File: src/rtl/core/ldr_pkg.sv
`default_nettype none
package ldr_pkg;

  localparam int NORM_FRAC = 16;
  localparam int NORM_MAX  = 131071;
  localparam int NORM_MIN  = -131072;
  localparam int Q_W       = 18;
  localparam int DIV_STEPS = 18;
  localparam int COLOR_W   = 24;

  localparam logic [2:0] REG_FRAME_WIDTH  = 3'd0;
  localparam logic [2:0] REG_FRAME_HEIGHT = 3'd1;
  localparam logic [2:0] REG_RADIAL_2     = 3'd2;
  localparam logic [2:0] REG_RADIAL_4     = 3'd3;
  localparam logic [2:0] REG_TANGENTIAL_1 = 3'd4;
  localparam logic [2:0] REG_TANGENTIAL_2 = 3'd5;

  localparam logic [12:0] WIDTH_RESET  = 13'd640;
  localparam logic [12:0] HEIGHT_RESET = 13'd480;

  typedef struct packed {
    logic [11:0] src_x;
    logic [11:0] src_y;
    logic [7:0]  in_red;
    logic [7:0]  in_green;
    logic [7:0]  in_blue;
  } in_item_t;

  typedef struct packed {
    logic [11:0] dest_x;
    logic [11:0] dest_y;
    logic [7:0]  out_red;
    logic [7:0]  out_green;
    logic [7:0]  out_blue;
  } out_item_t;

  typedef struct packed {
    logic [11:0] mag;
    logic        neg;
  } div_in_t;

  typedef struct packed {
    logic [Q_W-1:0] q;
    logic           neg;
    logic           sat;
  } div_out_t;

endpackage
`default_nettype wire

File: src/rtl/core/ldr_norm_div.sv
`default_nettype none
module ldr_norm_div #(
  parameter int SIDE_W = 24
) (
  input  logic                              clk,
  input  logic [ldr_pkg::DIV_STEPS-1:0]     adv,
  input  logic [12:0]                       div_x,
  input  logic [12:0]                       div_y,
  input  ldr_pkg::div_in_t                  in_x,
  input  ldr_pkg::div_in_t                  in_y,
  input  logic [SIDE_W-1:0]                 side_in,
  output ldr_pkg::div_out_t                 out_x,
  output ldr_pkg::div_out_t                 out_y,
  output logic [SIDE_W-1:0]                 side_out
);

  localparam int S  = ldr_pkg::DIV_STEPS;
  localparam int QW = ldr_pkg::Q_W;

  ldr_pkg::div_in_t lane_in [2];
  logic [12:0]      dv      [2];

  logic [12:0]   rem      [2][S];
  logic [QW-1:0] num      [2][S];
  logic [QW-1:0] quo      [2][S];
  logic          neg      [2][S];
  logic          sat      [2][S];
  logic [SIDE_W-1:0] side [S];

  logic [12:0]   rem_prev [2][S];
  logic [QW-1:0] num_prev [2][S];
  logic [QW-1:0] quo_prev [2][S];
  logic [12:0]   rem_next [2][S];
  logic [QW-1:0] num_next [2][S];
  logic [QW-1:0] quo_next [2][S];

  assign lane_in[0] = in_x;
  assign lane_in[1] = in_y;
  assign dv[0]      = div_x;
  assign dv[1]      = div_y;

  for (genvar l = 0; l < 2; l++) begin : g_lane
    for (genvar s = 0; s < S; s++) begin : g_step
      logic [13:0] trial;
      logic        ge;

      if (s == 0) begin : g_first
        // numerator is mag << 16; its top bits already sit below the divisor
        assign rem_prev[l][s] = 13'(lane_in[l].mag >> 2);
        assign num_prev[l][s] = {lane_in[l].mag[1:0], {(QW-2){1'b0}}};
        assign quo_prev[l][s] = '0;
      end else begin : g_rest
        assign rem_prev[l][s] = rem[l][s-1];
        assign num_prev[l][s] = num[l][s-1];
        assign quo_prev[l][s] = quo[l][s-1];
      end

      always_comb begin
        trial = {rem_prev[l][s], num_prev[l][s][QW-1]};
        ge    = trial >= {1'b0, dv[l]};
        rem_next[l][s] = ge ? 13'(trial - {1'b0, dv[l]}) : trial[12:0];
        num_next[l][s] = {num_prev[l][s][QW-2:0], 1'b0};
        quo_next[l][s] = {quo_prev[l][s][QW-2:0], ge};
      end

      always_ff @(posedge clk) begin
        if (adv[s]) begin
          rem[l][s] <= rem_next[l][s];
          num[l][s] <= num_next[l][s];
          quo[l][s] <= quo_next[l][s];
          if (s == 0) begin
            neg[l][s] <= lane_in[l].neg;
            // quotient would need more than QW bits
            sat[l][s] <= {3'b0, lane_in[l].mag} >= {dv[l], 2'b00};
          end else begin
            neg[l][s] <= neg[l][(s == 0) ? 0 : s-1];
            sat[l][s] <= sat[l][(s == 0) ? 0 : s-1];
          end
        end
      end
    end
  end

  for (genvar s = 0; s < S; s++) begin : g_side
    always_ff @(posedge clk) begin
      if (adv[s]) begin
        side[s] <= (s == 0) ? side_in : side[(s == 0) ? 0 : s-1];
      end
    end
  end

  assign out_x.q   = quo[0][S-1];
  assign out_x.neg = neg[0][S-1];
  assign out_x.sat = sat[0][S-1];
  assign out_y.q   = quo[1][S-1];
  assign out_y.neg = neg[1][S-1];
  assign out_y.sat = sat[1][S-1];
  assign side_out  = side[S-1];

endmodule
`default_nettype wire

File: config.mk
export PLATFORM = sky130hd
export DESIGN_NAME = ldr_norm_div
export DESIGN_NICKNAME = d
export VERILOG_FILES = /design/src/rtl/core/ldr_pkg.sv /design/src/rtl/core/ldr_norm_div.sv
export SDC_FILE = /design/constraint.sdc
export NUM_CORES = 2
export LEC_CHECK = 0
export ABC_AREA = 1
export BUFFER_PORTS_ARGS = -buffer_cell sky130_fd_sc_hd__buf_4
export CORE_AREA = 2 2 361 363
export DETAILED_ROUTE_END_ITERATION = 8
export DIE_AREA = 0 0 363 365
export GPL_TIMING_DRIVEN = 0
export HOLD_SLACK_MARGIN = 0.15
export PLACE_DENSITY_LB_ADDON = 0.08
export SLEW_MARGIN = 15
export SYNTH_ARGS = -nofsm -noshare
export SYNTH_HDL_FRONTEND = slang
export SYNTH_SLANG_ARGS = --single-unit
File: constraint.sdc
create_clock -name clk -period 3.5 [get_ports clk]
set_input_delay 0.175 -clock clk [delete_from_list [all_inputs] [get_ports clk]]
set_output_delay 0.175 -clock clk [all_outputs]
set_load 0.02 [all_outputs]
==> reports/metrics.cfg <==
[floorplanning]
io_pins=159
dieHeight_um=365
dieWidth_um=363
core_sq_mm=0.1287
rows=132
start_util_pct=59.72
die-area_sq_mm=0.1325

[clock_network]
h-tree-depth=4
clk_latency_ps=810
clkTransAtPathRegs_ps=60
tritoncts=built
root_buffer=clkbuf_16
cts_buffers=138
clock_sinks=1290
ctsLongestPathBuffers=3
cts_resized=0

[logic_synthesis]
synthCells=8259
synth_area_leaders=edfxtp_1 (50%), nand2_1 (13%), ha_1 (7.8%)
synth_edf_count=1290
yosysTopAreaCell=edfxtp_1
synth.ff_latch_count=1290
synth_fp_nets=8870
synth-async-reset-ratio_pct=0
syn_area_sq_mm=0.07683
ys_seq_area_share_pct=50.42
yosysWarnings=0
syn_avg_cell_area_sq_um=9.303
yosysUniqueCellTypes=42
ys.flop_type=edfxtp_1
yosys.area.top_type_share_pct=50.42

[grt]
grt_antenna_before_repair=3
grt_pass1_vias=54310
grt_use_total_pct=28.43
grt_pass1_wl_mm=292.2
grt-ovfl-total=0
grt_max_degree=89

[route]
wire_per_inst_um=17.97
vias=56150
wl_met2_mm=90.77
routed_wl_mm=188.4
drcViolationCount=0
via_per_inst=5.357
antenna_left=0
drtIter0Drc=4322
dr_wl_met3_mm=9.937
m1WireLength_mm=81.00
top_layer=met5
dr.pass1.iters=6

[sta]
worst_slew_pin_slew_ps=1164
drv_slew=0
setup_ws_ps=278.4
finalCriticalPeriod_ps=3222
fmax_ghz=0.3104
setup_viol=0
relSlewSlack_pct=22.39
rsz0062_at_grt=false
fin_skew_ps=53.62
final.period_utilization_pct=92.05
final.setup.tns_ps=0
timing_hold_violations_final=0

[hold_path]
min_to=rem[1][117]
hold_start=div_y[0]
hold_class=in2reg
hold_depth=4

[cells_and_area]
syn_to_final_growth_pct=12.39
utilization_pct=67.12
drive_gt1_share_pct=14.63
nNetsFinal=9307
final_cell_area_sq_mm=0.08636

[run_status]
status=finished clean

[setup_path]
cp_slowest_cell=buf_4
path_cells=dlygate4sd3_1 > buf_4 > clkbuf_2 > inv_2 > buf_6 > buf_4 > fa_1 > nand2_1 > nand2_1 > nand3_1 > nand2_1 > nand2_2 > nand3_2 > buf_6 > nand3_2 > nand2_1
cpMostUsedCell=nand2_1
r2r_cells=10
r2r_end=rem[0][142]
r2r_setup_slack_ps=1250
reg2reg_from=rem[0][153]
slowest_delay_ps=690
cp.arrival_ps=3820
required_ps=4100
critPathKind=in2reg
end_kind=flop
crit_start=div_x[0]
crit_fanout=39
worstSetupStartpointType=primary input

[power]
total_power_w=0.06783
p_leak_nw=41.13
powerDensity_mw_per_mm2=785.5
peakVddDrop_v=0.0005738

[placement]
dp_hpwl_mm=132.1
placed_area_sq_mm=0.08059
gp_congestion=0.9303
pre_cts_ws_ps=21.36
port_buffers=158

[run]
maxCapViolations=0

worst max-delay path, delay by kind of cell:
| family | cells | cell delay (ps) |
|---|---|---|
| AND/OR/NAND/NOR | 8 | 840 |
| buffers and inverters | 7 | 2360 |
| adder cells (fa/ha/maj) | 1 | 420 |
cell usage after synthesis, types with 13 or more instances:
| cell type | n |
|---|---|
| o21ai_2 | 142 |
| inv_2 | 43 |
| xor2_1 | 179 |
| nand3_2 | 138 |
| nor2_1 | 297 |
| nand4_4 | 13 |
| nand4_1 | 335 |
| ha_1 | 482 |
| fa_1 | 34 |
| edfxtp_1 | 1290 |
| nand2_1 | 2582 |
| nand3_1 | 532 |
| buf_6 | 52 |
| o21ai_1 | 47 |
| a21oi_4 | 28 |
| a21oi_1 | 149 |
| nand4_2 | 13 |
| nor2_2 | 104 |
| nand2_4 | 14 |
| buf_4 | 61 |
| nor2_4 | 32 |
| inv_1 | 1407 |
| buf_2 | 28 |
| nand2_2 | 176 |
timing repair:
item / CTS / global route
setup buffers: 0 / 0
endpoints found under the setup margin: 0 / 0
hold endpoints to repair: 1201 / 0
hold buffers: 119 / 0
cell families (layout without fill, tap and decap cells):
group | count (synthesis) | after routing | synth area share (%)
simple gates | 4274 | 4274 | 26.10
buf+inv | 1606 | 2153 | 8.957
flops | 1290 | 1290 | 50.42
fa+ha+maj | 516 | 516 | 8.735
compound gates | 390 | 390 | 3.708
xor+xnor | 183 | 183 | 2.086
other cells | 0 | 1 | 0
metrics by stage:
| stage | std cells | hold WS, ps |
|---|---|---|
| finish | 10480 | 311.4 |
| global route | 10480 | 307.9 |
| detailed placement | 10110 | 354.4 |
| CTS | 10480 | 251.1 |
| global placement | 10090 | 353.1 |
| floorplan | 8259 | 273.9 |
worst max path at each step:
stage	to	slack, ps	cells past startpoint
after floorplan	rem[1][135]	940	12
after global placement	rem[0][192]	-250	11
after detailed placement	rem[0][192]	20	15
after CTS	rem[0][192]	280	16
after global routing	rem[0][192]	140	16
final	rem[0][192]	280	16
routing by layer:
| layer | vias up | track usage (%) |
|---|---|---|
| li1 | 27970 | - |
| met1 | 26260 | 37.15 |
| met2 | 1563 | 48.62 |
| met3 | 356 | 3.590 |
| met4 | 2 | 10.63 |
| met5 | - | 0 |
cells in the final DEF (no fill, tap or decap), drive strengths merged, types with 2 or more instances in the layout:
master / n
nand2: 2772
inv: 1455
edfxtp: 1290
nand3: 682
ha: 482
nor2: 434
nand4: 361
buf: 333
o21ai: 197
a21oi: 184
xor2: 179
clkbuf: 158
dlygate4sd3: 119
clkinv: 69
fa: 34
nor3: 14
clkinvlp: 11
bufinv: 8
or2: 4
xnor2: 4
o21a: 4
o31ai: 4
nor4: 3
and2: 2
flip-flops by register name (all words and copies together), names as in the netlist:
register and flops:
rem 442, sat 36, num 2, quo 342, side 432, neg 36
where the power goes:
part | switching [W] | leakage [nW] | total (W) | internal [W]
Sequential | 0.00192 | 12.6 | 0.0235 | 0.0216
Combinational | 0.0191 | 26.3 | 0.0299 | 0.0108
Clock | 0.00640 | 2.17 | 0.0144 | 0.00801
area by class of cell:
| type | count | area (sq um) |
|---|---|---|
| repair buffers | 297 | 2872 |
| multi-input cells | 5363 | 31210 |
| diodes | 1 | 2.502 |
| fillers | 10230 | 42300 |
| clock inverters | 93 | 1026 |
| flip-flops and latches | 1290 | 38740 |
| clock buffers | 157 | 3525 |
| plain buffers | 156 | 1441 |
| well taps | 1675 | 2096 |
| inverters | 1450 | 5443 |
Note: power is estimated with default switching activity, not from simulation.
